`config.mk`:
```
export PLATFORM = sky130hd
export DESIGN_NAME = midi_file_event_parser
export DESIGN_NICKNAME = d
export VERILOG_FILES = /design/src/rtl/mfep_pkg.sv /design/src/rtl/midi_file_event_parser.sv /design/src/rtl/mfep_core.sv /design/src/rtl/mfep_out_queue.sv
export SDC_FILE = /design/constraint.sdc
export NUM_CORES = 1
export LEC_CHECK = 0
export BUFFER_PORTS_ARGS = -buffer_cell sky130_fd_sc_hd__buf_4
export CAP_MARGIN = 5
export CELL_PAD_IN_SITES_DETAIL_PLACEMENT = 1
export CELL_PAD_IN_SITES_GLOBAL_PLACEMENT = 2
export CORE_MARGIN = 2
export CORE_UTILIZATION = 41
export DETAILED_ROUTE_END_ITERATION = 8
export MAX_ROUTING_LAYER = met4
export PLACE_DENSITY_LB_ADDON = 0.1
export SLEW_MARGIN = 20
export SYNTH_ARGS = -nofsm -noshare
export SYNTH_HDL_FRONTEND = slang
export SYNTH_HIERARCHICAL = 1
export SYNTH_SLANG_ARGS = --single-unit
```
`constraint.sdc`:
```
create_clock -name clk_i -period 7.68 [get_ports clk_i]
set_clock_uncertainty 0.2 [all_clocks]
set_input_delay 1.536 -clock clk_i [delete_from_list [all_inputs] [get_ports clk_i]]
set_output_delay 1.536 -clock clk_i [all_outputs]
set_load 0.01 [all_outputs]
```
`src/rtl/mfep_pkg.sv`:
```
// ---------------------------------------------------------------------------
// mfep_pkg
// Shared types and constants of the midi file event parser.
// ---------------------------------------------------------------------------
package mfep_pkg;

  typedef enum logic [2:0] {
    KIND_CHANNEL = 3'd0,
    KIND_TEMPO   = 3'd1,
    KIND_CMD     = 3'd2,
    KIND_HDR_OK  = 3'd3,
    KIND_HDR_ERR = 3'd4,
    KIND_END     = 3'd5,
    KIND_UNKNOWN = 3'd6
  } kind_e;

  typedef enum logic [18:0] {
    PH_MAGIC1   = 19'h00001,
    PH_RIFFSKIP = 19'h00002,
    PH_MAGIC2   = 19'h00004,
    PH_HSIZE    = 19'h00008,
    PH_FORMAT   = 19'h00010,
    PH_NTRK     = 19'h00020,
    PH_DIV      = 19'h00040,
    PH_MTRK     = 19'h00080,
    PH_TLEN     = 19'h00100,
    PH_DELTA    = 19'h00200,
    PH_STATUS   = 19'h00400,
    PH_DATA1    = 19'h00800,
    PH_DATA2    = 19'h01000,
    PH_METATYPE = 19'h02000,
    PH_METALEN  = 19'h04000,
    PH_METASKIP = 19'h08000,
    PH_SYXLEN   = 19'h10000,
    PH_SYXSKIP  = 19'h20000,
    PH_DONE     = 19'h40000
  } phase_e;

  localparam logic [31:0] MagicRiff = 32'h52494646;
  localparam logic [31:0] MagicMthd = 32'h4d546864;
  localparam logic [31:0] MagicMtrk = 32'h4d54726b;
  localparam logic [7:0]  MetaEnd   = 8'h2f;
  localparam logic [7:0]  MetaTempo = 8'h51;
  localparam logic [3:0]  CtrlNib   = 4'hb;
  localparam logic [6:0]  CcDataMsb = 7'h06;
  localparam logic [6:0]  CcDataLsb = 7'h26;
  localparam logic [6:0]  CcRpnLsb  = 7'h64;
  localparam logic [6:0]  CcRpnMsb  = 7'h65;
  localparam logic [6:0]  RpnNull   = 7'h7f;
  localparam logic [7:0]  StMeta    = 8'hff;
  localparam logic [7:0]  StSysex   = 8'hf0;
  localparam logic [7:0]  StEscape  = 8'hf7;

  // one result item
  typedef struct packed {
    kind_e       kind;
    logic [31:0] event_time;
    logic [19:0] event_index;
    logic [7:0]  status_byte;
    logic [6:0]  first_data;
    logic [6:0]  second_data;
    logic [23:0] tempo_value;
    logic [6:0]  command_number;
    logic [6:0]  command_value;
    logic [15:0] ticks_division;
    logic        last_of_run;
  } result_t;

  // data bytes needed by a channel status nibble
  function automatic logic [1:0] data_count(input logic [3:0] nib);
    case (nib)
      4'h8, 4'h9, 4'ha, 4'hb, 4'he: data_count = 2'd2;
      4'hc, 4'hd:                   data_count = 2'd1;
      default:                      data_count = 2'd0;
    endcase
  endfunction

endpackage

```
`src/rtl/midi_file_event_parser.sv`:
```
// ---------------------------------------------------------------------------
// midi_file_event_parser
// Format 0 standard midi file byte parser giving timed track events.
// ---------------------------------------------------------------------------
//  channel | direction | signals
//  input   | in        | in_valid_i, in_stall_o, data_byte_i, end_of_data_i
//  output  | out       | out_valid_o, out_stall_i, kind_o .. last_of_run_o
//
// A byte is decoded in the cycle it is accepted; its results (zero to two)
// leave from a two-entry output queue, one per cycle, from the next cycle on.
// Unstalled, a byte giving one result sustains one byte per cycle; after two,
// input waits for the last to go. Reset clears all parse state to the header
// search. Output stall holds the queue and stalls input once it cannot drain.
module midi_file_event_parser import mfep_pkg::*; #(
  parameter int INDEX_BITS = 20
) (
  input  logic        clk_i,
  input  logic        rst_ni,
  input  logic        in_valid_i,
  output logic        in_stall_o,
  input  logic [7:0]  data_byte_i,
  input  logic        end_of_data_i,
  output logic        out_valid_o,
  input  logic        out_stall_i,
  output logic [2:0]  kind_o,
  output logic [31:0] event_time_o,
  output logic [19:0] event_index_o,
  output logic [7:0]  status_byte_o,
  output logic [6:0]  first_data_o,
  output logic [6:0]  second_data_o,
  output logic [23:0] tempo_value_o,
  output logic [6:0]  command_number_o,
  output logic [6:0]  command_value_o,
  output logic [15:0] ticks_division_o,
  output logic        last_of_run_o
);

  logic ready, step;
  logic [1:0] cnt;
  result_t r0, r1, ro;

  assign in_stall_o = !ready;
  assign step = in_valid_i && ready;

  mfep_core #(.IndexBits(INDEX_BITS)) u_core (
    .clk_i, .rst_ni, .step_i(step), .byte_i(data_byte_i), .eod_i(end_of_data_i),
    .count_o(cnt), .res0_o(r0), .res1_o(r1)
  );

  mfep_out_queue u_queue (
    .clk_i, .rst_ni, .load_i(step), .count_i(cnt), .res0_i(r0), .res1_i(r1),
    .ready_o(ready), .valid_o(out_valid_o), .stall_i(out_stall_i), .res_o(ro)
  );

  assign kind_o           = ro.kind;
  assign event_time_o     = ro.event_time;
  assign event_index_o    = ro.event_index;
  assign status_byte_o    = ro.status_byte;
  assign first_data_o     = ro.first_data;
  assign second_data_o    = ro.second_data;
  assign tempo_value_o    = ro.tempo_value;
  assign command_number_o = ro.command_number;
  assign command_value_o  = ro.command_value;
  assign ticks_division_o = ro.ticks_division;
  assign last_of_run_o    = ro.last_of_run;

endmodule

```
`src/rtl/mfep_core.sv`:
```
// ---------------------------------------------------------------------------
// mfep_core
// Parser state and the per-byte decode; gives up to two results per byte.
// ---------------------------------------------------------------------------
module mfep_core import mfep_pkg::*; #(
  parameter int IndexBits = 20
) (
  input  logic    clk_i,
  input  logic    rst_ni,
  input  logic    step_i,
  input  logic [7:0] byte_i,
  input  logic    eod_i,
  output logic [1:0] count_o,
  output result_t res0_o,
  output result_t res1_o
);

  localparam logic [IndexBits-1:0] IdxMax = {IndexBits{1'b1}};
  localparam int CmdEvents = 6;

  phase_e phase_q, phase_d;
  logic [4:0]  fcnt_q, fcnt_d;
  logic [31:0] fsh_q, fsh_d, atime_q, atime_d, trem_q, trem_d;
  logic [7:0]  stat_q, stat_d, meta_q, meta_d;
  logic [6:0]  pend_q, pend_d, ccmd_q, ccmd_d, cval_q, cval_d;
  logic [27:0] lacc_q, lacc_d, skip_q, skip_d;
  logic [2:0]  prog_q, prog_d;
  logic [IndexBits-1:0] evs_q, evs_d;
  logic        run_q, run_d;

  always_ff @(posedge clk_i or negedge rst_ni) begin
    if (!rst_ni) begin
      phase_q <= PH_MAGIC1; fcnt_q <= '0; fsh_q <= '0; atime_q <= '0;
      trem_q <= '1; stat_q <= '0; meta_q <= '0; pend_q <= '0;
      ccmd_q <= '0; cval_q <= '0; lacc_q <= '0; skip_q <= '0;
      prog_q <= '0; evs_q <= '0; run_q <= 1'b0;
    end else if (step_i) begin
      phase_q <= phase_d; fcnt_q <= fcnt_d; fsh_q <= fsh_d; atime_q <= atime_d;
      trem_q <= trem_d; stat_q <= stat_d; meta_q <= meta_d; pend_q <= pend_d;
      ccmd_q <= ccmd_d; cval_q <= cval_d; lacc_q <= lacc_d; skip_q <= skip_d;
      prog_q <= prog_d; evs_q <= evs_d; run_q <= run_d;
    end
  end

  logic [31:0] col_sh;
  logic [4:0]  col_cnt;
  logic [31:0] dsum;
  logic [32:0] dsum_w;
  logic [27:0] vlq_acc, skip_dec;
  logic [1:0]  need;
  logic        chan, is_run;
  logic [6:0]  d1, d2;
  logic [31:0] tempo_sh;
  logic [4:0]  tempo_k;
  logic [IndexBits-1:0] idx_now;
  logic [IndexBits:0]   top_w;
  logic        pat_hit;
  logic [2:0]  pstep;
  result_t     r [2];
  logic [1:0]  n;

  assign col_sh  = {fsh_q[23:0], byte_i};
  assign col_cnt = fcnt_q + 5'd1;
  assign vlq_acc = {lacc_q[20:0], byte_i[6:0]};
  assign skip_dec = skip_q - 28'd1;
  assign idx_now = evs_q;
  assign top_w   = {1'b0, evs_q} + 1'b1;

  function automatic result_t blank();
    result_t b;
    b = '0;
    return b;
  endfunction

  always_comb begin
    phase_d = phase_q; fcnt_d = fcnt_q; fsh_d = fsh_q; atime_d = atime_q;
    trem_d = trem_q; stat_d = stat_q; meta_d = meta_q; pend_d = pend_q;
    ccmd_d = ccmd_q; cval_d = cval_q; lacc_d = lacc_q; skip_d = skip_q;
    prog_d = prog_q; evs_d = evs_q; run_d = run_q;
    r[0] = blank(); r[1] = blank(); n = 2'd0;
    dsum_w = '0; dsum = '0; need = '0; is_run = 1'b0; d1 = '0; d2 = '0;
    chan = 1'b0; tempo_sh = '0; tempo_k = '0; pat_hit = 1'b0; pstep = '0;

    // track length countdown
    if (phase_q != PH_DONE && phase_q >= PH_DELTA && trem_q != 0)
      trem_d = trem_q - 32'd1;

    case (phase_q)
      PH_MAGIC1, PH_MAGIC2, PH_HSIZE, PH_FORMAT, PH_NTRK, PH_DIV,
      PH_MTRK, PH_TLEN: begin
        fsh_d = col_sh;
        fcnt_d = col_cnt;
        if ((phase_q == PH_FORMAT || phase_q == PH_NTRK || phase_q == PH_DIV)
            ? (col_cnt >= 5'd2) : (col_cnt >= 5'd4)) begin
          fcnt_d = '0;
          case (phase_q)
            PH_MAGIC1: begin
              if (col_sh == MagicRiff) phase_d = PH_RIFFSKIP;
              else if (col_sh == MagicMthd) phase_d = PH_HSIZE;
              else begin r[0].kind = KIND_HDR_ERR; n = 2'd1; phase_d = PH_DONE; end
            end
            PH_MAGIC2: begin
              if (col_sh == MagicMthd) phase_d = PH_HSIZE;
              else begin r[0].kind = KIND_HDR_ERR; n = 2'd1; phase_d = PH_DONE; end
            end
            PH_HSIZE: begin
              if (col_sh == 32'd6) phase_d = PH_FORMAT;
              else begin r[0].kind = KIND_HDR_ERR; n = 2'd1; phase_d = PH_DONE; end
            end
            PH_FORMAT: begin
              if (col_sh[15:0] == 16'd0) phase_d = PH_NTRK;
              else begin r[0].kind = KIND_HDR_ERR; n = 2'd1; phase_d = PH_DONE; end
            end
            PH_NTRK: begin
              if (col_sh[15:0] == 16'd1) phase_d = PH_DIV;
              else begin r[0].kind = KIND_HDR_ERR; n = 2'd1; phase_d = PH_DONE; end
            end
            PH_DIV: begin
              lacc_d = {12'd0, col_sh[15:0]};
              phase_d = PH_MTRK;
            end
            PH_MTRK: begin
              if (col_sh == MagicMtrk) phase_d = PH_TLEN;
              else begin r[0].kind = KIND_HDR_ERR; n = 2'd1; phase_d = PH_DONE; end
            end
            default: begin
              trem_d = col_sh;
              r[0].kind = KIND_HDR_OK;
              r[0].ticks_division = lacc_q[15:0];
              n = 2'd1;
              lacc_d = '0;
              fsh_d = '0;
              phase_d = (col_sh == 0) ? PH_DONE : PH_DELTA;
            end
          endcase
        end
      end
      PH_RIFFSKIP: begin
        fcnt_d = col_cnt;
        if (col_cnt >= 5'd16) begin fcnt_d = '0; phase_d = PH_MAGIC2; end
      end
      PH_DELTA: begin
        fsh_d = {fsh_q[24:0], byte_i[6:0]};
        if (!byte_i[7]) begin
          dsum_w = {1'b0, atime_q} + {1'b0, fsh_d};
          dsum = dsum_w[32] ? '1 : dsum_w[31:0];
          atime_d = dsum;
          fsh_d = '0;
          phase_d = PH_STATUS;
        end
      end
      PH_STATUS: begin
        if (byte_i[7]) begin stat_d = byte_i; run_d = 1'b0; end
        else run_d = 1'b1;
        is_run = !byte_i[7];
        need = data_count(stat_d[7:4]);
        if (need != 0) begin
          if (is_run) begin
            pend_d = byte_i[6:0];
            if (need == 2'd1) begin chan = 1'b1; d1 = byte_i[6:0]; d2 = '0; end
            else phase_d = PH_DATA2;
          end else phase_d = PH_DATA1;
        end else begin
          prog_d = '0;
          if (byte_i == StMeta) phase_d = PH_METATYPE;
          else if (byte_i == StSysex || byte_i == StEscape) begin
            lacc_d = '0; phase_d = PH_SYXLEN;
          end else begin
            r[0].kind = KIND_UNKNOWN; r[0].event_time = atime_q;
            r[0].status_byte = byte_i; n = 2'd1;
            fsh_d = '0; fcnt_d = '0;
            phase_d = (trem_d == 0) ? PH_DONE : PH_DELTA;
          end
        end
      end
      PH_DATA1: begin
        pend_d = byte_i[6:0];
        if (data_count(stat_q[7:4]) == 2'd1) begin
          chan = 1'b1; d1 = byte_i[6:0]; d2 = '0;
        end else phase_d = PH_DATA2;
      end
      PH_DATA2: begin
        chan = 1'b1; d1 = pend_q; d2 = byte_i[6:0];
      end
      PH_METATYPE: begin
        meta_d = byte_i; lacc_d = '0; phase_d = PH_METALEN;
      end
      PH_METALEN: begin
        lacc_d = vlq_acc;
        if (!byte_i[7]) begin
          if (meta_q == MetaEnd) begin
            r[0].kind = KIND_END; r[0].event_time = atime_q; n = 2'd1;
            phase_d = PH_DONE;
          end else begin
            skip_d = vlq_acc; fsh_d = '0; fcnt_d = '0;
            if (vlq_acc == 0) begin
              if (meta_q == MetaTempo) begin
                r[0].kind = KIND_TEMPO; r[0].event_time = atime_q;
                r[0].event_index = 20'(idx_now); n = 2'd1;
                if (evs_q != IdxMax) evs_d = evs_q + 1'b1;
              end
              phase_d = (trem_d == 0) ? PH_DONE : PH_DELTA;
            end else phase_d = PH_METASKIP;
          end
        end
      end
      PH_METASKIP: begin
        skip_d = skip_dec;
        tempo_sh = fsh_q; tempo_k = fcnt_q;
        if (meta_q == MetaTempo && fcnt_q < 5'd3) begin
          tempo_sh = col_sh; tempo_k = col_cnt;
          fsh_d = col_sh; fcnt_d = col_cnt;
        end
        if (meta_q == MetaTempo && fcnt_q < 5'd3 &&
            (tempo_k == 5'd3 || skip_dec == 0)) begin
          r[0].kind = KIND_TEMPO; r[0].event_time = atime_q;
          r[0].event_index = 20'(idx_now); n = 2'd1;
          if (evs_q != IdxMax) evs_d = evs_q + 1'b1;
          case (tempo_k)
            5'd1:    r[0].tempo_value = {tempo_sh[7:0], 16'd0};
            5'd2:    r[0].tempo_value = {tempo_sh[15:0], 8'd0};
            default: r[0].tempo_value = tempo_sh[23:0];
          endcase
        end
        if (skip_dec == 0) begin
          fsh_d = '0; fcnt_d = '0;
          phase_d = (trem_d == 0) ? PH_DONE : PH_DELTA;
        end
      end
      PH_SYXLEN: begin
        lacc_d = vlq_acc;
        if (!byte_i[7]) begin
          skip_d = vlq_acc;
          if (vlq_acc == 0) begin
            fsh_d = '0; fcnt_d = '0;
            phase_d = (trem_d == 0) ? PH_DONE : PH_DELTA;
          end else phase_d = PH_SYXSKIP;
        end
      end
      PH_SYXSKIP: begin
        skip_d = skip_dec;
        if (skip_dec == 0) begin
          fsh_d = '0; fcnt_d = '0;
          phase_d = (trem_d == 0) ? PH_DONE : PH_DELTA;
        end
      end
      default: ;
    endcase

    // channel event and command pattern tracking
    if (chan) begin
      r[0].kind = KIND_CHANNEL; r[0].event_time = atime_d;
      r[0].event_index = 20'(idx_now); r[0].status_byte = stat_d;
      r[0].first_data = d1; r[0].second_data = d2; n = 2'd1;
      if (evs_q != IdxMax) evs_d = evs_q + 1'b1;
      if (stat_d[7:4] != CtrlNib) prog_d = '0;
      else begin
        pstep = prog_q + 3'd1;
        prog_d = '0;
        case (pstep)
          3'd1: if (d1 == CcRpnMsb && d2 == CcRpnLsb) prog_d = pstep;
          3'd2: if (d1 == CcRpnLsb) begin prog_d = pstep; ccmd_d = d2; end
          3'd3: if (d1 == CcDataMsb) begin prog_d = pstep; cval_d = d2; end
          3'd4: if (d1 == CcDataLsb) prog_d = pstep;
          3'd5: if (d1 == CcRpnMsb && d2 == RpnNull) prog_d = pstep;
          3'd6: pat_hit = (d1 == CcRpnLsb && d2 == RpnNull);
          default: ;
        endcase
      end
      if (pat_hit) begin
        r[1].kind = KIND_CMD; r[1].event_time = atime_d;
        r[1].event_index = (top_w >= (IndexBits+1)'(CmdEvents))
                           ? 20'(top_w - (IndexBits+1)'(CmdEvents)) : 20'd0;
        r[1].command_number = ccmd_d; r[1].command_value = cval_d;
        n = 2'd2;
      end
      fsh_d = '0; fcnt_d = '0;
      phase_d = (trem_d == 0) ? PH_DONE : PH_DELTA;
    end

    // end of data: if in header and no result, header error; reset state
    if (eod_i) begin
      if (phase_q < PH_DELTA && phase_d < PH_DELTA && n == 2'd0) begin
        r[0].kind = KIND_HDR_ERR; n = 2'd1;
      end
      phase_d = PH_MAGIC1; fcnt_d = '0; fsh_d = '0; atime_d = '0;
      trem_d = '1; stat_d = '0; meta_d = '0; pend_d = '0;
      ccmd_d = '0; cval_d = '0; lacc_d = '0; skip_d = '0;
      prog_d = '0; evs_d = '0; run_d = 1'b0;
    end
    if (n == 2'd1) r[0].last_of_run = 1'b1;
    if (n == 2'd2) r[1].last_of_run = 1'b1;
  end

  assign count_o = n;
  assign res0_o  = r[0];
  assign res1_o  = r[1];

  // the second result is always a command following a channel event
  assert property (@(posedge clk_i) disable iff (!rst_ni)
    count_o == 2'd2 |-> res0_o.kind == KIND_CHANNEL && res1_o.kind == KIND_CMD)
    else $error("second result without channel event");
  assert property (@(posedge clk_i) disable iff (!rst_ni)
    $onehot(phase_q)) else $error("phase not one-hot");
  assert property (@(posedge clk_i) disable iff (!rst_ni)
    step_i && !eod_i && phase_q == PH_DONE |=> phase_q == PH_DONE)
    else $error("left done phase without end of data");

endmodule

```
`src/rtl/mfep_out_queue.sv`:
```
// ---------------------------------------------------------------------------
// mfep_out_queue
// Holds the results of one byte and sends them out one per cycle unless stalled.
// ---------------------------------------------------------------------------
module mfep_out_queue import mfep_pkg::*; (
  input  logic    clk_i,
  input  logic    rst_ni,
  input  logic    load_i,
  input  logic [1:0] count_i,
  input  result_t res0_i,
  input  result_t res1_i,
  output logic    ready_o,
  output logic    valid_o,
  input  logic    stall_i,
  output result_t res_o
);

  result_t slot_q [2];
  logic [1:0] cnt_q;
  logic pop;

  assign valid_o = cnt_q != 2'd0;
  assign pop     = valid_o && !stall_i;
  // accept when empty or when the last queued item leaves now
  assign ready_o = cnt_q == 2'd0 || (cnt_q == 2'd1 && pop);
  assign res_o   = slot_q[0];

  always_ff @(posedge clk_i or negedge rst_ni) begin
    if (!rst_ni) cnt_q <= '0;
    else if (load_i) cnt_q <= count_i;
    else if (pop) cnt_q <= cnt_q - 2'd1;
  end

  always_ff @(posedge clk_i) begin
    if (load_i) begin
      slot_q[0] <= res0_i;
      slot_q[1] <= res1_i;
    end else if (pop) begin
      slot_q[0] <= slot_q[1];
    end
  end

  assert property (@(posedge clk_i) disable iff (!rst_ni) load_i |-> ready_o)
    else $error("load while queue busy");
  assert property (@(posedge clk_i) disable iff (!rst_ni) cnt_q != 2'd3)
    else $error("queue overfull");
  assert property (@(posedge clk_i) disable iff (!rst_ni)
    valid_o && stall_i |=> valid_o) else $error("stalled item dropped");

endmodule

```
== After elaboration in Yosys (flattened, before gate mapping) ==
Memories as Yosys holds them, arrays and structs flattened.
Index checks and enable logic that the tools add are counted.

* Logic and storage cells: 387
* Input port bits: 13
* Bits in writable memories: 264
* Memories kept: 1
* Output and inout port bits: 134
* Flip-flop bits (word level): 224

{| class="wikitable"
|+ Memory list
! memory !! depth !! width !! read ports !! clocked after Yosys merged registers in !! write ports !! line !! source
|-
| u_queue.slot_q || 2 || 132 || 2 || 0 || 2 || mfep_out_queue.sv:18 || <nowiki>result_t slot_q [2];</nowiki>
|}

* Reductions and logical operators: 57
* Add/subtract/negate cells: 9
* Equality and inequality tests: 85
* Bitwise gates (word level): 1
* Magnitude comparators: 8
* Multiplexer cells: 210

{| class="wikitable"
|+ Operators with widths
! cell !! count
|-
| two-way mux 19 bit || 26
|-
| two-way mux 25 bit || 15
|-
| two-way mux 32 bit || 9
|-
| two-way mux 20 bit || 11
|-
| one-hot mux 25 bit (7 select lines) || 1
|-
| one-hot mux 19 bit (9 select lines) || 1
|-
| two-way mux 55 bit || 3
|-
| two-way mux 35 bit || 4
|-
| one-hot mux 19 bit (7 select lines) || 1
|-
| two-way mux 132 bit || 1
|-
| two-way mux 7 bit || 18
|-
| two-way mux 28 bit || 4
|-
| two-way mux 53 bit || 2
|-
| two-way mux 21 bit || 5
|-
| equality test 32 x 31 -> 1 bit, second input constant || 3
|-
| logical NOT 32 bit || 3
|-
| one-hot mux 32 bit (3 select lines) || 1
|-
| one-hot mux 21 bit (4 select lines) || 1
|-
| one-hot mux 28 bit (3 select lines) || 1
|-
| two-way mux 8 bit || 10
|-
| one-hot mux 20 bit (2 select lines) || 2
|-
| two-way mux 77 bit || 1
|-
| two-way mux 5 bit || 15
|-
| two-way mux 3 bit || 19
|-
| other kinds (101) || 213
|}

== Longest topological paths before layout ==
* Word-level depth: 25
* Gate-level depth with buffers: 15

== Hierarchy ==
The synthesis kept the hierarchy.

{| class="wikitable"
|+ By module, submodules not included
! module !! times used !! area an instance (um2) !! cells each
|-
| mfep_core || 1 || 18,401.4 || 2,418
|-
| mfep_out_queue || 1 || 9,696.8 || 429
|-
| midi_file_event_parser || 1 || 10.0 || 2
|}

== Worst setup path before layout ==
Ideal clock, no wire load.

* Path kind: input -> register
* Start point: input out_stall_i
* End point: memory u_queue/slot_q[0][0] (netlist bit) (enable)
* Data required time: 7,044 ps
* Setup time: 436 ps
* Path buffers: 0
* Cell stages on the path: 3
* Arrival: 6,914 ps
* Slack: 130 ps
* Cell sequence: o21ai_0 and2_1 or2_2

{| class="wikitable"
|+ RTL lines
! what !! line !! source
|-
| start: declaration || midi_file_event_parser.sv:24 || <nowiki>input logic out_stall_i,</nowiki>
|-
| end: declaration || mfep_out_queue.sv:18 ||
|}

==> flow_summary.yaml <==
critical_path:
  crit_path_end_kind: "flop"
  cp.required_ps: 7980
  critical_path_class: "reg -> reg"
  reg2reg_depth: 11
  arrival_ps: 5770
  cp-start-kind: "flop"
  cp_max_fo: 34
placed_design:
  gp_congestion: 0.919
  place_area_um2: 29700
  dpl.hpwl_um: 66900
  port-buffer-count: 146
floorplanning:
  ios: 147
  num_rows: 95
  start_util: 0.416
  die_w_um: 266
  fp.dieH_um: 266
  die-area_um2: 70700
  coreArea_um2: 67500
logic_synthesis:
  yosysUniqueCellTypes: 96
  synth_warnings: 6
  synth-main-ff-cell: "edfxtp_1"
  ys_ff_latch: 488
  synth_cells: 2849
  syn-cell-area_um2: 28100
  synth_top_area_cell: "edfxtp_1"
  synth.area.top_cells: "edfxtp_1 (28%), dfrtp_1 (17%), nor2_1 (3.5%)"
  avgSynthCellArea_um2: 9.87
  synth_edf_count: 264
  synthArstFlopShare: 0.459
  yosysSeqAreaShare: 0.483
  synth_top_area_frac: 0.282
clocking:
  cts_setup_buffers: 0
  cts.clk_slew.worst_paths_ps: 60
  cts_resized: 0
  ctsHoldBuffers: 0
  numCtsBuffers: 57
  cts_buffer_depth: 3
  cts_root_buffer: "clkbuf_16"
  cts_tree: "built"
  insertion_delay_ps: 630
  clock_sinks: 488
  h-tree-depth: 2
sta:
  tns_ps: 0
  setup_viol: 0
  maxSlewViolCount: 0
  min_period_ps: 5470
  grt_setup_unrepaired: "no"
  tightestPinTransition_ps: 1030
  fin_crit_sh: 0.713
  fmax_mhz: 183
  fin_hold_ws_ps: 281
  final_hold_viol_count: 0
  slew_headroom: 0.308
route:
  drtIter0Drc: 1929
  via_count: 23100
  ant_nets: 0
  drc: 0
  detail_route.wirelength_um: 96900
  avgRoutedWirePerCell_um: 25.2
  viasPerCell: 6.02
  dr.pass1.iters: 5
final_layout:
  area_growth_pct: 12.8
  diodes: 0
  fin_nets: 2984
  stdcell_area_um2: 31700
  layout-drive-gt1-share: 0.153
  n_fill_cell: 7454
job:
  maxCapViolations: 0
power_and_ir_drop:
  power_frac_clock: 0.278
  switching_share: 0.369
  p_leak_nw: 12.8
  p_int_mw: 6.67
  pwr-share-seq: 0.392
  comb_power_share: 0.330
  vdd_drop_max_v: 0.000201
  power_density_nw_per_um2: 333
  switchingPower_mw: 3.90
grt:
  grt_max_degree: 98
  grt_usage: 0.280
  grt-ovfl-total: 0
  grt_pass1_wl_um: 149000
  antenna_found_initial: 2
  grt_pass1_vias: 23700
worst_hold_path:
  holdCritPathClass: "reg -> reg"
  holdPathStages: 2
outcome:
  status: "complete, no violations"
[routing by layer]
layer	global-route usage	wire length [um]	vias to the layer above
met5	-	0	-
li1	-	-	10600
met2	0.457	46600	574
met3	0.0263	3860	142
met1	0.376	44000	11900
met4	0.0738	2450	0
[registers in the layout (all words and copies together) (netlist names)]
register,cells
u_core/fsh_q,25
u_core/skip_q,28
u_core/atime_q,32
u_core/ccmd_q,7
u_core/lacc_q,21
u_core/stat_q,8
u_core/pend_q,7
u_core/meta_q,8
u_core/fcnt_q,5
u_core/phase_q,19
u_core/evs_q,20
u_queue/slot_q,264
u_core/prog_q,3
u_core/trem_q,32
u_queue/cnt_q,2
u_core/cval_q,7
[power by group through the flow]
stage          logic [mW]  clock network, mW  registers (mW)
3_5_place_dp         3.47                  0            4.19
2_1_floorplan        2.03                  0            4.12
5_1_grt              3.79               3.10            4.22
3_3_place_gp         3.38                  0            4.18
4_1_cts              3.48               3.01            4.15
6_report             3.48               2.93            4.15
[synth_stat cells (33+ instances only)]
cell type,count
nor4_1,64
nor3_1,81
nand4_1,33
a21oi_1,191
nand3_1,78
nor2_1,264
nand2_1,224
ha_1,47
edfxtp_1,264
a22oi_1,45
mux2_1,83
and2_1,67
mux2_2,58
buf_4,80
dfrtp_1,191
o21ai_0,191
xnor2_1,44
clkbuf_1,137
inv_1,71
xor2_1,34
o31ai_1,38
dfstp_2,33
and3_1,45
[kinds of logic after synthesis]
family	Yosys count	share of synthesized area
other	1	0.000133
AND/OR/NAND/NOR	1040	0.192
adder cells (fa/ha/maj)	48	0.0216
buffers and inverters	329	0.0580
XOR/XNOR	78	0.0243
flip-flops	488	0.483
AO/OA/AOI/OAI	706	0.158
multiplexers	159	0.0629
[critical path, cell delays in order (launching register included)]
cell	delay [ps]
dfrtp_1	490
or4_4	610
nor4_4	460
nand3_1	310
xor2_1	240
and4_1	240
nand3_2	280
a21o_1	560
nand4_2	810
or4_1	830
o211ai_1	130
mux2_2	170
[area by class of cell]
class	instances	area, um^2	share of cell area
multi-input cells	2109	13300	0.418
repair buffers	194	1480	0.0468
clock inverters	40	520	0.0164
clock buffers	68	1500	0.0473
inverters	73	274	0.00864
well taps	873	1090	0.0344
flip-flops and latches	488	13600	0.428
[worst paths after layout]
path,from,endpoint,slack [ps]
worst min register to register,u_core/meta_q[0],u_core/meta_q[0],280
max in group asynchronous,rst_ni,u_core/evs_q[13],5040
worst max-delay path,u_core/skip_q[9],u_queue/slot_q[0][131],2210
min in group asynchronous,rst_ni,u_core/skip_q[19],770
worst min-delay path,u_core/meta_q[0],u_core/meta_q[0],280
worst max register to register,u_core/skip_q[9],u_queue/slot_q[0][131],2210
[placed cells by master (no fill, tap or decap), types with 33 or more instances in the layout]
| cell type | synthesis | routed |
|---|---|---|
| nor2_1 | 264 | 260 |
| dfstp_2 | 33 | 33 |
| a21oi_1 | 191 | 191 |
| nand2_1 | 224 | 222 |
| xor2_1 | 34 | 34 |
| a22oi_1 | 45 | 45 |
| o21ai_0 | 191 | 189 |
| ha_1 | 47 | 47 |
| and3_1 | 45 | 45 |
| and2_1 | 67 | 66 |
| inv_1 | 71 | 71 |
| clkbuf_16 | 0 | 58 |
| xnor2_1 | 44 | 44 |
| nor4_1 | 64 | 63 |
| dfrtp_1 | 191 | 191 |
| mux2_1 | 83 | 83 |
| edfxtp_1 | 264 | 264 |
| buf_4 | 80 | 192 |
| mux2_2 | 58 | 58 |
| nor3_1 | 81 | 79 |
| nand3_1 | 78 | 77 |
| conb_1 | 1 | 78 |
| o31ai_1 | 38 | 38 |
| nand4_1 | 33 | 33 |
[stage by stage]
stage          setup WS (ps)   util  power [mW]  instances
2_1_floorplan            130      -        6.15       2926
4_1_cts                 2140  0.469        10.6       3844
5_1_grt                 1810  0.470        11.1       3845
3_3_place_gp            2070  0.439        7.56       3736
3_5_place_dp            1950  0.439        7.66       3736
6_report                2210  0.470        10.6       3845
(Power assumes the default switching activity.)
